File: src/hw/rtl/hlc_pkg.sv
// shared types, constants and helpers for the hashed lru name cache core
// depends on nothing; imported by every module of the block
package hlc_pkg;

    localparam int CACHE_ENTRIES = 256;
    localparam int NAME_BYTES    = 16;
    localparam int IDX_W         = $clog2(CACHE_ENTRIES);
    localparam int LEN_W         = 5;
    localparam int COUNT_W       = 9;
    localparam int HANDLE_W      = 32;
    localparam int NAME_W        = 64;

    typedef enum logic [2:0] {
        OP_ENTER      = 3'd0,
        OP_LOOKUP     = 3'd1,
        OP_ZAP_PARENT = 3'd2,
        OP_ZAP_CHILD  = 3'd3,
        OP_ZAP_KEY    = 3'd4,
        OP_FLUSH      = 3'd5
    } opcode_t;

    typedef enum logic [2:0] {
        STAT_OK        = 3'd0,
        STAT_MISS      = 3'd1,
        STAT_DISABLED  = 3'd2,
        STAT_TOO_LONG  = 3'd3,
        STAT_DUPLICATE = 3'd4
    } status_t;

    typedef enum logic [2:0] {
        FSM_IDLE,
        FSM_SCAN,
        FSM_SORT,
        FSM_INSERT,
        FSM_DONE
    } fsm_t;

    typedef enum logic [1:0] {
        CELL_HOLD,
        CELL_SHIFT,
        CELL_SORT,
        CELL_CLRHIT
    } cell_op_t;

    typedef struct packed {
        logic                valid;
        logic                hit;
        logic [LEN_W-1:0]    len;
        logic [HANDLE_W-1:0] parent;
        logic [HANDLE_W-1:0] child;
        logic [NAME_W-1:0]   name_lo;
        logic [NAME_W-1:0]   name_hi;
    } entry_t;

    typedef struct packed {
        cell_op_t op;
        logic     phase;
        logic     promote;
    } cell_ctl_t;

    typedef struct packed {
        logic key_hit;
        logic removed;
    } probe_t;

    // keeps name bytes 0..7 that lie below the length
    function automatic logic [NAME_W-1:0] mask_low(input logic [7:0] len);
        logic [NAME_W-1:0] m;
        m = '0;
        for (int k = 0; k < 8; k++) begin
            m[8*k +: 8] = (len > 8'(k)) ? 8'hFF : 8'h00;
        end
        return m;
    endfunction

    // keeps name bytes 8..15 that lie below the length
    function automatic logic [NAME_W-1:0] mask_high(input logic [7:0] len);
        logic [NAME_W-1:0] m;
        m = '0;
        for (int k = 0; k < 8; k++) begin
            m[8*k +: 8] = (len > 8'(k + 8)) ? 8'hFF : 8'h00;
        end
        return m;
    endfunction

endpackage

File: src/hw/rtl/hlc_cell.sv
// one cache entry cell of the recency ordered row
// depends on hlc_pkg; shifts, sorts with its neighbours, clears its hit flag or holds
module hlc_cell
    import hlc_pkg::*;
(
    input  logic      aclk,
    input  logic      aresetn,
    input  cell_ctl_t ctl,
    input  logic      cell_odd,
    input  entry_t    shift_in,
    input  entry_t    prev_in,
    input  entry_t    next_in,
    output entry_t    q
);

    entry_t entry_reg;
    entry_t entry_next;
    entry_t upper;
    entry_t lower;
    logic   is_upper;
    logic   swap;

    // odd-even transposition: pairs start at cells whose parity equals the phase
    always_comb begin
        is_upper = (cell_odd == ctl.phase);
        upper    = is_upper ? entry_reg : prev_in;
        lower    = is_upper ? next_in   : entry_reg;
        swap     = ctl.promote ? lower.hit : (!upper.valid && lower.valid);
        case (ctl.op)
            CELL_HOLD:   entry_next = entry_reg;
            CELL_SHIFT:  entry_next = shift_in;
            CELL_SORT:   entry_next = swap ? (is_upper ? next_in : prev_in) : entry_reg;
            CELL_CLRHIT: begin
                entry_next     = entry_reg;
                entry_next.hit = 1'b0;
            end
            default:     entry_next = entry_reg;
        endcase
    end

    always_ff @(posedge aclk) begin
        if (!aresetn) begin
            entry_reg.valid <= 1'b0;
            entry_reg.hit   <= 1'b0;
        end else begin
            entry_reg <= entry_next;
        end
    end

    assign q = entry_reg;

endmodule

File: config.mk
export PLATFORM = sky130hd
export DESIGN_NAME = hlc_cell
export DESIGN_NICKNAME = d
export VERILOG_FILES = /design/src/hw/rtl/hlc_pkg.sv /design/src/hw/rtl/hlc_cell.sv
export SDC_FILE = /design/constraint.sdc
export NUM_CORES = 1
export LEC_CHECK = 0
export ABC_AREA = 1
export BUFFER_PORTS_ARGS = -buffer_cell sky130_fd_sc_hd__buf_2
export CAP_MARGIN = 20
export CORE_AREA = 2 2 309 311
export CTS_CLUSTER_DIAMETER = 200
export DETAILED_ROUTE_END_ITERATION = 10
export DIE_AREA = 0 0 311 313
export PLACE_DENSITY = 0.39
export SLEW_MARGIN = 30
export SYNTH_ARGS = -nofsm -noshare
export SYNTH_HDL_FRONTEND = slang
export SYNTH_SLANG_ARGS = --single-unit
File: constraint.sdc
create_clock -name aclk -period 12.7 [get_ports aclk]
set_clock_uncertainty 0.1 [all_clocks]
set_input_delay 0 -clock aclk [delete_from_list [all_inputs] [get_ports aclk]]
set_output_delay 0 -clock aclk [all_outputs]
set_load 0.005 [all_outputs]
Word-level counts from Yosys, hierarchy flattened

Index checks and enable logic that the tools add are counted.
Widths: inputs -> output; s select.

Equal/unequal tests: 5
Muxes and demuxes: 6
Bitwise logic cells: 2
Reduce and logical (&&, ||, !) cells: 6

Operators with widths:

| operator           | count |
|---|---|
| $mux 199           | 4 |
| $pmux 199 s3       | 1 |
| $eq 2x2->1 const B | 2 |
| $reduce_and 4->1   | 1 |
| $reduce_and 3->1   | 1 |
| $eq 2x1->1 const B | 1 |
| $logic_not 2->1    | 1 |
| $ne 2x2->1 const B | 1 |
| $not 1->1          | 2 |
| $reduce_and 2->1   | 1 |
| $eq 1x1->1         | 1 |
| $logic_and 1x1->1  | 1 |
| $logic_not 1->1    | 1 |
| $mux 1             | 1 |

Register bits: 199
Output and inout port bits: 199

Longest topological paths before layout

Depth after elaboration: 7
Depth in mapped cells: 11
Gate-level depth less buffers: 11

Worst setup path before layout

Ideal clock, no wire load.

Path kind: register to register
Start point: register entry_reg, in the netlist q[198]
End point: register entry_reg, in the netlist q[0] (enable)
Arrival time: 9.118 ns
Setup slack: 2.725 ns
Cell stages (with the launch flop): 8
Buffers on the path: 0
Period minus slack after synthesis: 9.975 ns
Path through: dfxtp_1 inv_1 or2_2 nand2_1 nand3_1 nand3_2 nand3_1 nor2_1

Word-level cells in the longest chain between the ends: 6

RTL lines:

| element                      | RTL line       | text |
|---|---|---|
| start, declared              | hlc_cell.sv:16 | `entry_t entry_reg;` |
| start signal, assigned       | hlc_cell.sv:46 | `entry_reg <= entry_next;` |
| $mux 199                     | hlc_cell.sv:26 | `upper = is_upper ? entry_reg : prev_in;` |
| $logic_not 1->1              | hlc_cell.sv:28 | `swap = ctl.promote ? lower.hit : (!upper.valid && lower.valid);` |
| $logic_and 1x1->1 *          | hlc_cell.sv:28 |  |
| $mux 1 *                     | hlc_cell.sv:28 |  |
| $ne 2x2->1 (no line) *       | --             |  |
| $reduce_and 4->1 (no line) * | --             |  |

Every way passes the cells marked *; elsewhere a longest branch is shown, timed or not.
A chain may end at the register's enable or synchronous reset.

Final worst setup path

Start point: register entry_reg, in the netlist q[198]
End point: register entry_reg, in the netlist q[66] (enable)

Same word-level chain as after synthesis.

==> results.yml <==
logic_synthesis:
  netlist_instances: 1118
  yosysSeqAreaShare_pct: 58.8
  synthFlopType: "edfxtp_1"
  netlist.area_leader.share_pct: 58.4
  yosysWarnings: 0
  syn_nets: 1722
  synth_seq_cells: 199
  synthTopCellsByArea: "edfxtp_1, o21ai_1, o21ai_0"
  yosysUniqueCellTypes: 21
  synth_edf_count: 197
  synthArstFlopShare_pct: 0
  syn_avg_cell_area_um2: 9.07
  yosysTopAreaCell: "edfxtp_1"
  yosys-top-cells-count: "nand2_1, o21ai_1, nor2_1"
  syn_area_um2: 10100
  yosys.cell_count.top_type: "nand2_1"
critical_path:
  cp-start-kind: "flip-flop"
  slowest_delay_ps: 700
  critPathTopFamily: "buffers and inverters"
  reg2reg_to: "q[66]"
  reg2regPathDepth: 9
  path_cells: "inv_1 -> or2_2 -> nand2_1 -> nand3_1 -> nand3_2 -> nand3_1 -> nor2_4 -> buf_4 -> buf_4"
  rrSetupSlack_ps: 9730
  crit_path_end_kind: "flip-flop"
  crit_buf_inv: 3
  cp.arrival_ps: 2990
  crit_type: "flip-flop to flip-flop"
  crit_required_ps: 12730
  slowest_stage: "buf_4"
  rr_startpoint: "q[198]"
  worstPathMaxFanout: 56
clock_tree:
  htreeDepth: 4
  cts_tree: "done"
  numClockSinks: 199
  ctsResizeCount: 0
  clk_root_buffer_cell: "clkbuf_16"
  clk_pin_slew_ps: 80
  clk_latency_ps: 490
  cts_buffer_depth: 2
  cts-buffers-inserted: 17
  cts_setup_buffers: 0
die:
  io_pins: 803
  start_util_pct: 10.8
  die_y_um: 313
  core_area_um2: 94200
  dieArea_um2: 97300
  rows: 113
  fp.dieW_um: 311
placement:
  dp_hpwl_mm: 40.2
  dpl_cell_area_um2: 15400
  port_buffers: 802
  place.gp.congestion: 0.894
worst_hold_path:
  hold_start: "next_in[64]"
  hold-path-endpoint: "q[64]"
  hold_class: "primary input to flip-flop"
  hold_depth: 4
global_route:
  antenna_found_initial: 13
  globalRouteTotalUtil_pct: 10.7
  grt.overflow.total: 0
  first_global_vias: 13252
  grt_max_degree: 83
  grt_pass1_wl_mm: 79.2
finish:
  drive_gt1_share_pct: 37.4
  nets: 2871
  nFillCells: 10573
  syn_to_final_growth_pct: 97.1
  largest_reg_flops: 199
  finalInstanceArea_um2: 20000
timing:
  final.period_utilization_pct: 23.4
  tightest_slew_ps: 959
  timing.final.crit_period_ps: 2970
  clock.fmax_mhz: 337
  finalHoldViolCount: 0
  slew_headroom_pct: 36.1
  final-max-slew-violation-count: 0
  rsz0062_at_grt: "false"
  whs_ps: 259
  setup_viol: 0
  fin_tns_setup_ps: 0
detailed_routing:
  routedWlPerCell_um: 15.3
  vias_per_cell: 3.67
  ant_nets: 0
  routed_wirelength_mm: 54.3
  drc: 0
  drt-pass1-iter-count: 5
  drt_iter0_drc: 693
  vias: 13027
power:
  leakage_nw: 8.71
  ir_worst_vdd_uv: 102
  powerDensity_nw_per_um2: 90.1
run_status:
  status: "completed"
run:
  drv_cap: 0
==> area by class of cell <==
cell class	count	area [um2]	share of cell area, %
clock inverters	12	151	0.758
repair buffers	1216	8150	40.8
well taps	1265	1580	7.92
inverters	8	35.0	0.175
clock buffers	18	429	2.15
multi-input cells	825	3660	18.3
diodes	6	15.0	0.0752
flip-flops and latches	199	5960	29.8
==> power breakdown <==
group | leakage, nW | total [mW] | internal (mW) | switching [mW]
Sequential | 1.92 | 0.783 | 0.772 | 0.0107
Combinational | 6.51 | 0.437 | 0.234 | 0.203
Clock | 0.284 | 0.580 | 0.308 | 0.273
Total | 8.71 | 1.80 | 1.31 | 0.487
==> worst min-delay path, cell delays in order <==
cell and delay (ps):
buf_2 70, nor2_1 30, o21ai_1 100, dlygate4sd3_1 540
==> placed cells by master (no fill, tap or decap), drive strengths merged <==
master,instances
a21boi,1
a22o,1
buf,815
bufinv,3
clkbuf,18
clkinv,5
clkinvlp,1
dfxtp,2
diode,6
dlygate4sd3,401
edfxtp,197
inv,11
nand2,219
nand3,5
nand4,1
nor2,202
o21ai,394
or2,2
==> metal layers <==
metal / track usage, % / vias to the layer above / wire (um)
met1: 12.3 / 6120 / 21900
li1: - / 6184 / -
met2: 18.2 / 629 / 26300
met4: 5.08 / 4 / 2010
met5: 0 / - / 27
met3: 3.35 / 90 / 4000
==> timing repair <==
action | CTS | global route
hold endpoints to repair | 199 | 0
endpoints found under the setup margin | 0 | 0
hold buffers | 401 | 0
==> worst max path at each step <==
| stage | depth (start not counted) | to | start | slack [ps] |
|---|---|---|---|---|
| after floorplan | 7 | q[0] | q[198] | 2730 |
| after global placement | 8 | q[62] | ctl[3] | 9400 |
| after detailed placement | 9 | q[102] | ctl[3] | 9420 |
| after CTS | 9 | q[62] | q[198] | 9690 |
| after global routing | 9 | q[86] | q[198] | 9480 |
| final | 9 | q[66] | q[198] | 9730 |
==> through the flow <==
stage | utilization [%] | setup slack [ps] | total power, mW | std cells
final | 21.2 | 9730 | 1.80 | 3549
after global routing | 21.2 | 9480 | 1.90 | 3548
after CTS | 21.2 | 9690 | 1.84 | 3543
after detailed placement | 16.3 | 9420 | 1.11 | 3112
after global placement | 16.3 | 9400 | 1.12 | 3111
after floorplan | - | 2730 | 0.939 | 1118
==> kinds of logic after synthesis <==
kind of cell           share of synthesized area, %
DFF                                            58.8
buffers and inverters                          5.44
AOI/OAI and AO/OA                              19.6
and+or+nand+nor                                16.2
(Power assumes the default switching activity.)
