--- src/hw/rtl/hlc_pkg.sv ---
// shared types, constants and helpers for the hashed lru name cache core
// depends on nothing; imported by every module of the block
package hlc_pkg;

    localparam int CACHE_ENTRIES = 256;
    localparam int NAME_BYTES    = 16;
    localparam int IDX_W         = $clog2(CACHE_ENTRIES);
    localparam int LEN_W         = 5;
    localparam int COUNT_W       = 9;
    localparam int HANDLE_W      = 32;
    localparam int NAME_W        = 64;

    typedef enum logic [2:0] {
        OP_ENTER      = 3'd0,
        OP_LOOKUP     = 3'd1,
        OP_ZAP_PARENT = 3'd2,
        OP_ZAP_CHILD  = 3'd3,
        OP_ZAP_KEY    = 3'd4,
        OP_FLUSH      = 3'd5
    } opcode_t;

    typedef enum logic [2:0] {
        STAT_OK        = 3'd0,
        STAT_MISS      = 3'd1,
        STAT_DISABLED  = 3'd2,
        STAT_TOO_LONG  = 3'd3,
        STAT_DUPLICATE = 3'd4
    } status_t;

    typedef enum logic [2:0] {
        FSM_IDLE,
        FSM_SCAN,
        FSM_SORT,
        FSM_INSERT,
        FSM_DONE
    } fsm_t;

    typedef enum logic [1:0] {
        CELL_HOLD,
        CELL_SHIFT,
        CELL_SORT,
        CELL_CLRHIT
    } cell_op_t;

    typedef struct packed {
        logic                valid;
        logic                hit;
        logic [LEN_W-1:0]    len;
        logic [HANDLE_W-1:0] parent;
        logic [HANDLE_W-1:0] child;
        logic [NAME_W-1:0]   name_lo;
        logic [NAME_W-1:0]   name_hi;
    } entry_t;

    typedef struct packed {
        cell_op_t op;
        logic     phase;
        logic     promote;
    } cell_ctl_t;

    typedef struct packed {
        logic key_hit;
        logic removed;
    } probe_t;

    // keeps name bytes 0..7 that lie below the length
    function automatic logic [NAME_W-1:0] mask_low(input logic [7:0] len);
        logic [NAME_W-1:0] m;
        m = '0;
        for (int k = 0; k < 8; k++) begin
            m[8*k +: 8] = (len > 8'(k)) ? 8'hFF : 8'h00;
        end
        return m;
    endfunction

    // keeps name bytes 8..15 that lie below the length
    function automatic logic [NAME_W-1:0] mask_high(input logic [7:0] len);
        logic [NAME_W-1:0] m;
        m = '0;
        for (int k = 0; k < 8; k++) begin
            m[8*k +: 8] = (len > 8'(k + 8)) ? 8'hFF : 8'h00;
        end
        return m;
    endfunction

endpackage

--- src/hw/rtl/hlc_probe.sv ---
// match and update logic for the entry leaving the end of the row
// depends on hlc_pkg; purely combinational
module hlc_probe
    import hlc_pkg::*;
(
    input  logic [2:0]          op,
    input  logic [HANDLE_W-1:0] key_parent,
    input  logic [NAME_W-1:0]   key_lo,
    input  logic [NAME_W-1:0]   key_hi,
    input  logic [LEN_W-1:0]    key_len,
    input  logic [HANDLE_W-1:0] target,
    input  entry_t              exit_entry,
    output entry_t              feed,
    output probe_t              res
);

    logic key_eq;
    logic handle_eq;

    always_comb begin
        key_eq = exit_entry.valid && exit_entry.len == key_len
                 && exit_entry.parent == key_parent
                 && exit_entry.name_lo == key_lo && exit_entry.name_hi == key_hi;
        handle_eq = 1'b0;
        feed      = exit_entry;
        res       = '0;
        case (op)
            OP_ENTER: res.key_hit = key_eq;
            OP_LOOKUP: begin
                res.key_hit = key_eq;
                feed.hit    = key_eq;
            end
            OP_ZAP_KEY: begin
                res.removed = key_eq;
                feed.valid  = exit_entry.valid && !key_eq;
            end
            OP_ZAP_PARENT, OP_ZAP_CHILD: begin
                handle_eq   = exit_entry.valid && ((op == OP_ZAP_PARENT)
                              ? exit_entry.parent == target : exit_entry.child == target);
                res.removed = handle_eq;
                feed.valid  = exit_entry.valid && !handle_eq;
            end
            OP_FLUSH: begin
                res.removed = exit_entry.valid;
                feed.valid  = 1'b0;
            end
            default: feed = exit_entry;
        endcase
    end

endmodule

--- config.mk ---
export PLATFORM = sky130hd
export DESIGN_NAME = hlc_probe
export DESIGN_NICKNAME = d
export VERILOG_FILES = /design/src/hw/rtl/hlc_pkg.sv /design/src/hw/rtl/hlc_probe.sv
export SDC_FILE = /design/constraint.sdc
export NUM_CORES = 1
export LEC_CHECK = 0
export ABC_CLOCK_PERIOD_IN_PS = 4400
export BUFFER_PORTS_ARGS = -buffer_cell sky130_fd_sc_hd__buf_2
export CAP_MARGIN = 10
export CORE_AREA = 8 8 228 230
export DETAILED_ROUTE_END_ITERATION = 10
export DIE_AREA = 0 0 236 238
export PLACE_DENSITY = 0.36
export SLEW_MARGIN = 10
export SYNTH_ARGS = -nofsm -noshare
export SYNTH_HDL_FRONTEND = slang
export SYNTH_SLANG_ARGS = --single-unit
--- constraint.sdc ---
create_clock -name vclk -period 4.4
set_input_delay 0.44 -clock vclk [all_inputs]
set_output_delay 0.44 -clock vclk [all_outputs]
set_load 0.05 [all_outputs]
; Word-level counts from Yosys, hierarchy flattened
; Index checks and enable logic that the tools add are counted.
[word_totals]
reg_bits = 0
latchBits = 0
ram_bits = 0
rom_bits = 0
inputBits = 399
output_inout_bits = 201
elab_cells = 28
mem_count = 0
[classes]
addsub = 0
mul = 0
div_mod_pow = 0
n_lt_le_gt_ge = 0
n_eq_ne = 11
n_shift = 0
n_mux = 5
n_bitwise = 0
n_reduce_logical = 12
[ops]
columns = cell, count
row1 = $eq 64x64->1, 2
row2 = $eq 32x32->1, 3
row3 = $logic_and 1x1->1, 7
row4 = $eq 3x2->1 const B, 2
row5 = $eq 3x3->1 const B, 2
row6 = $pmux 1 s3, 2
row7 = $eq 5x5->1, 1
row8 = $reduce_or 2->1, 2
row9 = $eq 3x1->1 const B, 1
row10 = $logic_not 3->1, 1
row11 = $mux 1, 3
row12 = $logic_not 1->1, 2

; Depth between registers and ports, before layout
; Gate-level depths: netlist of run 1.
[depth]
depth_word = 8
depth_mapped = 10
mapped_depth_nobuf = 7

; Worst setup path before layout of run 1
; OpenSTA, ideal clock, no wires.
[synth_path]
kind = input port to output port
start = input exit_entry[88] (netlist bit)
end = output res[1] (netlist bit)
t_arrival_ps = 3303
t_required_ps = 3960
path_slack_ps = 657
cell_stages = 6
path_buffers = 0
path_cell_list = nor2b_4 or4_1 or4_1 nor4_1 nand4_1 nor4_1
[synth_lines]
columns = item, line
row1 = "start, declared", hlc_probe.sv:12  ; input entry_t exit_entry,
row2 = "end, declared", hlc_probe.sv:14  ; output probe_t res

==> flow_metrics.env, run 1 <==
export IMPL_yosysTopAreaCell="buf_4"
export IMPL_synth_nets=1077
export IMPL_yosysMostFrequentCell="buf_4"
export IMPL_synth_area_leaders="buf_4 31%, xor2_1 15%, xnor2_1 6.9%"
export IMPL_hold_path_class="input port to output port"
export IMPL_holdCritStartpoint="exit_entry[112]"
export IMPL_synth_warnings=0
export IMPL_muxShareOfSynthArea_pct=3.74
export IMPL_timing_fmax_ghz=0.260
export IMPL_syn_inst=678
export IMPL_hold_viol=0
export IMPL_slew_viol_final=0
export IMPL_crit_buf_inv=3
export IMPL_crit_path_end_kind="output port"
export IMPL_wl_per_cell_um=23.2
export IMPL_fin_crit_sh_pct=87.6
export IMPL_synth_top_family_by_area="buffers and inverters"
export IMPL_grt_pass1_vias=7113
export IMPL_period_minus_slack_ns=3.85
export IMPL_grt_antenna_before_repair=12
export IMPL_setup_viol=0
export IMPL_nClkBuffers=0
export IMPL_synthAdderAreaFrac_pct=0
export IMPL_drt_first_pass_iters=5
export IMPL_status="complete, no violations"
export IMPL_synth_top_cell_area_share_pct=31.0
export IMPL_die_h_um=238
export IMPL_numPortBuffers=600
export IMPL_worstPathMaxFanout=23
export IMPL_dpl_worst_slack_ns=0.436
export IMPL_ys_seq_area_share_pct=0
export IMPL_cp_slowest_cell="nor3b_4"
export IMPL_gp_congestion=0.934
export IMPL_avgSynthCellArea_um2=7.10
export IMPL_gr_total_overflow=0
export IMPL_vias_per_cell=3.63
export IMPL_cts_setup_buffers=0
export IMPL_synth_common_cells="199 x buf_4, 83 x xor2_1, 51 x inv_1"
export IMPL_fillers=5621
export IMPL_netlist_cell_type_count=46
export IMPL_nets=1487
export IMPL_rows=81
export IMPL_cpMostUsedCell="buf_2"
export IMPL_vdd_ir_drop_max_uv=68.8
export IMPL_rsz0062_at_grt="false"
export IMPL_syn_area_um2=4810
export IMPL_design_core_area_um2=48300
export IMPL_crit_chain="buf_2 > nor3b_4 > buf_4 > mux2i_1 > nor2_1 > a2111oi_0 > nand4_1 > nor4_1 > nor3_1 > buf_2"
export IMPL_fp_dieArea_um2=56200
export IMPL_max_cap_violations=0
export IMPL_ant_nets=0
export IMPL_drc_errors=0
export IMPL_finalSetupTns_ns=0
export IMPL_regArea_um2=0
export IMPL_crit_family="simple AND/OR/NAND/NOR gates"
export IMPL_start_kind="input port"
export IMPL_synthSimpleGateAreaFrac_pct=28.5
export IMPL_path_class="input port to output port"
export IMPL_slew_headroom_pct=58.6
export IMPL_timing_critical_path_arrival_ns=3.41
export IMPL_grt_pass1_wl_mm=53.4
export IMPL_drive_above_1_share_pct=56.8
export IMPL_wl_mm=39.8
export IMPL_design_seq_count=0
export IMPL_leakage_uw=0.00365
export IMPL_synth_compound_area_share_pct=10.4
export IMPL_hold_end="feed[112]"
export IMPL_setup_slack_ns=0.548
export IMPL_initialDrtViolationCount=293
export IMPL_die_w_um=236
export IMPL_io_pins=600
export IMPL_worstMarginPinSlew_ns=0.605
export IMPL_grt_max_degree=24
export IMPL_hpwl_mm=37.8
export IMPL_vias=6224
export IMPL_critPathRequiredTime_ns=3.96
export IMPL_slowest_delay_ns=0.54
export IMPL_hold_depth=2
export IMPL_start_util_pct=9.96
export IMPL_grt_usage_pct=13.0
export IMPL_syn_to_final_growth_pct=49.5
export IMPL_power_density_nw_per_um2=145
export IMPL_postCtsHoldBufs=0
export IMPL_cts_resized=0
export IMPL_synth_xor_area_share_pct=22.0
stage by stage:
step	cell area [um^2]	instances	utilization [%]	hold slack [ns]	power [uW]
after detailed placement	7180	1708	14.9	1.18	1050
after floorplan	4810	678	-	1.05	698
final	7200	1715	14.9	1.18	1040
after global placement	7180	1708	14.9	1.19	1060
after global routing	7190	1712	14.9	1.19	1110
after CTS	7180	1708	14.9	1.18	1060
layout by cell type, fill, tap and decap left out, types with 14 or more instances in the layout:
| cell | synthesis | layout |
|---|---|---|
| o22ai_1 | 14 | 14 |
| xor2_1 | 83 | 83 |
| buf_2 | 2 | 599 |
| nand2b_1 | 41 | 41 |
| mux2i_1 | 18 | 18 |
| nand4_1 | 35 | 35 |
| nor2b_1 | 49 | 49 |
| inv_1 | 51 | 51 |
| nor4_1 | 43 | 43 |
| xnor2_1 | 38 | 38 |
| nor2_1 | 15 | 15 |
layout make-up:
class                      instances  area, um^2  share of cell area (%)
multi-input combinational        425        3120                    43.4
timing repair buffer             609        3090                    42.9
tap                              622         778                    10.8
inverter                          52         195                    2.71
antenna                            7        17.5                   0.243
per-layer routing:
metal	share of wire [%]	vias up	GRT usage [%]	wire length, um
li1	-	2990	-	-
met4	1.1	4	1.98	448
met1	44	2855	16.7	17400
met3	7.0	26	2.90	2780
met2	48	349	22.5	19100
met5	0.048	-	0	19
cell families (layout without fill, tap and decap cells):
kind of cell              count (synthesis)  after routing
buffers and inverters                   253            661
and+or+nand+nor                         222            222
xor gates and xnor gates                121            121
AOI/OAI and AO/OA                        64             64
muxes                                    18             18
other                                     0              7
how the worst max path moves through the flow:
stage | to | depth (start not counted) | start
floorplan | res[1] | 6 | exit_entry[88]
detailed placement | feed[198] | 10 | op[0]
global route | feed[198] | 10 | op[0]
global placement | feed[198] | 10 | op[0]
CTS | feed[198] | 10 | op[0]
finish | feed[198] | 10 | op[0]
power by group:
| part | switching (uW) | internal [uW] | total (uW) |
|---|---|---|---|
| clock network | 0 | 0.000172 | 0.000172 |
| logic | 717 | 325 | 1040 |
| registers | 0 | 0 | 0 |
| total | 717 | 325 | 1040 |
Note: power is estimated with default switching activity, not from simulation.
==> run 2: changes to the inputs <==
--- a/config.mk
+++ b/config.mk
@@ -11,6 +11,7 @@
 export CORE_AREA = 8 8 228 230
 export DETAILED_ROUTE_END_ITERATION = 10
 export DIE_AREA = 0 0 236 238
+export MAX_ROUTING_LAYER = met4
 export PLACE_DENSITY = 0.36
 export SLEW_MARGIN = 10
 export SYNTH_ARGS = -nofsm -noshare
==> flow_metrics.env, run 2 (synthesis gave the netlist of run 1 again) <==
export IMPL_status="complete, no violations"
export IMPL_critPathRequiredTime_ns=3.96
export IMPL_grt_use_met2_pct=23.3
export IMPL_cts_resized=0
export IMPL_vias=6228
export IMPL_grt_max_degree=24
export IMPL_setup_viol=0
export IMPL_mostFrequentLayoutCells="599 x buf_2, 83 x xor2_1, 51 x inv_1"
export IMPL_start_kind="input port"
export IMPL_timing_critical_path_arrival_ns=3.39
export IMPL_io_pins=600
export IMPL_vdd_ir_drop_max_uv=65.6
export IMPL_crit_path_end_kind="output port"
export IMPL_dpl_worst_slack_ns=0.438
export IMPL_use_met3_pct=2.17
export IMPL_period_minus_slack_ns=3.83
export IMPL_ant_nets=0
export IMPL_rows=81
export IMPL_drive_above_1_share_pct=56.8
export IMPL_initialDrtViolationCount=258
export IMPL_timing_fmax_ghz=0.261
export IMPL_numPortBuffers=600
export IMPL_fillers=5687
export IMPL_die_h_um=238
export IMPL_drt_first_pass_iters=4
export IMPL_fin_crit_sh_pct=87.0
export IMPL_finalSetupTns_ns=0
export IMPL_wl_mm=39.7
export IMPL_nClkBuffers=0
export IMPL_hpwl_mm=37.9
export IMPL_cts_setup_buffers=0
export IMPL_whs_ns=1.18
export IMPL_slew_viol_final=0
export IMPL_max_cap_violations=0
export IMPL_regArea_um2=0
export IMPL_grt_antenna_before_repair=12
export IMPL_nets=1487
export IMPL_gr_total_overflow=0
export IMPL_design_seq_count=0
export IMPL_power_density_nw_per_um2=145
export IMPL_grtUsageMet1_pct=17.3
export IMPL_design_core_area_um2=48300
export IMPL_slew_headroom_pct=57.8
export IMPL_leakage_uw=0.00365
export IMPL_grt_pass1_vias=7181
export IMPL_start_util_pct=9.96
export IMPL_hold_viol=0
export IMPL_worstMarginPinSlew_ns=0.632
export IMPL_gp_congestion=0.953
export IMPL_vias_per_cell=3.63
export IMPL_hold_path_class="input port to output port"
export IMPL_grt_usage_pct=13.5
export IMPL_syn_to_final_growth_pct=49.5
export IMPL_worstPathMaxFanout=23
export IMPL_setup_slack_ns=0.574
export IMPL_rsz0062_at_grt="false"
export IMPL_postCtsHoldBufs=0
export IMPL_grt_busiest_layer="met2"
export IMPL_die_w_um=236
export IMPL_path_class="input port to output port"
export IMPL_fp_dieArea_um2=56200
export IMPL_totalPowerFinal_uw=1040
export IMPL_final_common_cell="buf_2"
export IMPL_drc_errors=0
export IMPL_grt_pass1_wl_mm=53.9
export IMPL_wl_per_cell_um=23.1
export IMPL_multi_input_area_um2=3120
==> run 2: cell counts in the layout (fill, tap and decap cells not counted) <==
Identical to the previous run, type by type.
==> run 2: critical path: stages <==
cell,delay [ns]
buf_2,0.17
nor3b_4,0.56
buf_4,0.44
mux2i_1,0.31
nor2_1,0.06
a2111oi_0,0.36
nand4_1,0.15
nor4_1,0.48
nor3_1,0.15
buf_2,0.25
==> run 2: cell type report <==
type | instances | area share, %
Antenna cell | 7 | 0.243
Tap cell | 622 | 10.8
Multi-Input combinational cell | 425 | 43.4
Inverter | 52 | 2.71
Timing Repair Buffer | 609 | 42.9
==> run 2: final timing paths <==
path	startpoint	endpoint	slack, ns	cells past startpoint
worst max-delay path	op[0]	feed[198]	0.57	10
worst min-delay path	exit_entry[112]	feed[112]	1.18	2
==> run 2: metal layers <==
layer  up-vias  wire, um
met5         -         0
met4         0       182
met3        10      2190
met2       333     19300
met1      2893     18100
li1       2992         -
==> run 2: through the flow <==
| stage | utilization [%] | cell area, um^2 | cells |
|---|---|---|---|
| 5_1_grt | 14.9 | 7190 | 1713 |
| 2_1_floorplan | - | 4810 | 678 |
| 6_report | 14.9 | 7200 | 1715 |
| 3_3_place_gp | 14.9 | 7180 | 1708 |
| 4_1_cts | 14.9 | 7180 | 1708 |
| 3_5_place_dp | 14.9 | 7180 | 1708 |
==> run 2: where the power goes <==
part	leakage [uW]	internal (uW)	switching, uW	total [uW]
Combinational	0.00365	325	716	1040
Clock	0.0000000444	0.000157	0	0.000157
Sequential	0	0	0	0
==> run 3: changes to the inputs <==
==> constraint.sdc (replaced) <==
create_clock -name vclk -period 4.4
set_input_delay 0.88 -clock vclk [all_inputs]
set_output_delay 0.88 -clock vclk [all_outputs]
set_load 0.05 [all_outputs]
==> flow_metrics.env, run 3 (synthesis gave the netlist of run 1 again) <==
export IMPL_power_density_nw_per_um2=144
export IMPL_period_minus_slack_ns=4.25
export IMPL_ant_nets=0
export IMPL_grt_usage_pct=13.3
export IMPL_rows=81
export IMPL_vias_per_cell=3.63
export IMPL_vias=6266
export IMPL_initialDrtViolationCount=238
export IMPL_fp_dieArea_um2=56200
export IMPL_regArea_um2=0
export IMPL_rsz0062_at_grt="false"
export IMPL_stdcell_count=1726
export IMPL_hpwl_mm=37.7
export IMPL_start_kind="input port"
export IMPL_grt_pass1_vias=6984
export IMPL_io_pins=600
export IMPL_crit_path_end="res[0]"
export IMPL_setup_viol=0
export IMPL_die_w_um=236
export IMPL_placed_cells=1720
export IMPL_gr_total_overflow=0
export IMPL_crit_chain="buf_2 > nor2b_1 > a2111o_1 > a2111oi_2 > nand4_1 > or4_4 > o31a_1 > o21bai_2 > buf_12"
export IMPL_hold_path_class="input port to output port"
export IMPL_crit_path_end_kind="output port"
export IMPL_leakage_uw=0.00377
export IMPL_status="complete, no violations"
export IMPL_final_common_cell="buf_2"
export IMPL_drc_errors=0
export IMPL_critPathRequiredTime_ns=3.52
export IMPL_timing_critical_path_arrival_ns=3.37
export IMPL_nets=1502
export IMPL_grt_antenna_before_repair=6
export IMPL_max_cap_violations=0
export IMPL_gp_congestion=0.958
export IMPL_design_seq_count=0
export IMPL_numPortBuffers=600
export IMPL_wl_per_cell_um=23.1
export IMPL_worstPathMaxFanout=4
export IMPL_whs_ns=2.06
export IMPL_nClkBuffers=0
export IMPL_worstMarginPinSlew_ns=0.682
export IMPL_startpoint="key_parent[25]"
export IMPL_timing_fmax_ghz=0.235
export IMPL_wl_mm=39.9
export IMPL_mostFrequentLayoutCells="597 x buf_2, 83 x xor2_1, 51 x inv_1"
export IMPL_die_h_um=238
export IMPL_path_class="input port to output port"
export IMPL_hold_viol=0
export IMPL_cp_slowest_cell="or4_4"
export IMPL_grt_max_degree=25
export IMPL_slew_headroom_pct=54.1
export IMPL_syn_to_final_growth_pct=54.8
export IMPL_totalPowerFinal_uw=1070
export IMPL_drive_above_1_share_pct=58.4
export IMPL_slowest_delay_ns=0.51
export IMPL_start_util_pct=9.96
export IMPL_slew_viol_final=0
export IMPL_grt_pass1_wl_mm=52.9
export IMPL_fillers=5632
export IMPL_vdd_ir_drop_max_uv=60.5
export IMPL_design_core_area_um2=48300
export IMPL_fin_crit_sh_pct=96.6
export IMPL_drt_first_pass_iters=5
-- run 3: changes by cell type in the layout (fill, tap and decap cells not counted), moves of 2 or more --
cell,previous run,this run
buf_4,9,22
nor4_4,1,3
buf_2,599,597
buf_12,1,4
diode_2,7,3
nor4_2,0,6
nor4_1,43,35
-- run 3: how the worst min path moves through the flow --
| stage | cells after the start | slack, ns | start | endpoint |
|---|---|---|---|---|
| 2_1_floorplan | 1 | 1.86 | op[2] | res[1] |
| 3_3_place_gp | 2 | 2.07 | exit_entry[152] | feed[152] |
| 3_5_place_dp | 2 | 2.06 | exit_entry[152] | feed[152] |
| 4_1_cts | 2 | 2.07 | exit_entry[152] | feed[152] |
| 5_1_grt | 2 | 2.07 | exit_entry[152] | feed[152] |
| 6_report | 2 | 2.06 | exit_entry[152] | feed[152] |
-- run 3: routing by layer --
layer | GRT usage [%] | up-vias | share of wire (%)
met2 | 23.4 | 348 | 49
met1 | 16.6 | 2889 | 44
met5 | - | - | 0
met4 | 0.603 | 0 | 0.64
li1 | - | 3015 | -
met3 | 2.45 | 14 | 5.9
-- run 3: repair_timing --
| item | in CTS | in global routing |
|---|---|---|
| cloned | 0 | 1 |
| setup buffers | 0 | 2 |
| pin swaps | 0 | 1 |
| setup endpoints to repair | 4 | 3 |
| hold buffers | 0 | 0 |
| gates resized for setup | 11 | 3 |
-- run 3: final cells by class --
type               count  area, um^2  area share [%]
inverters             52         195            2.62
diodes                 3        7.51           0.101
multi-input cells    425        3210            43.1
repair buffers       624        3260            43.7
well taps            622         778            10.4
-- run 3: power by group --
part,internal (uW),switching [uW]
sequential,0,0
clock,0.0000917,0
combinational,340,731
-- run 3: worst max-delay path: cells and delay by family --
family / cells / cell delay, ns
AO/OA/AOI/OAI: 4 / 1.37
buffers and inverters: 2 / 0.26
AND/OR/NAND/NOR: 3 / 0.85
-- run 3: metrics by stage --
stage | TNS, ns | instance area [um^2] | util [%] | setup WS [ns]
floorplan | 0 | 4820 | - | 0.000936
global placement | -1.14 | 7320 | 15.1 | -0.402
detailed placement | -1.14 | 7320 | 15.1 | -0.403
CTS | 0 | 7390 | 15.3 | 0.00681
global route | 0 | 7450 | 15.4 | 0.00126
finish | 0 | 7450 | 15.4 | 0.148
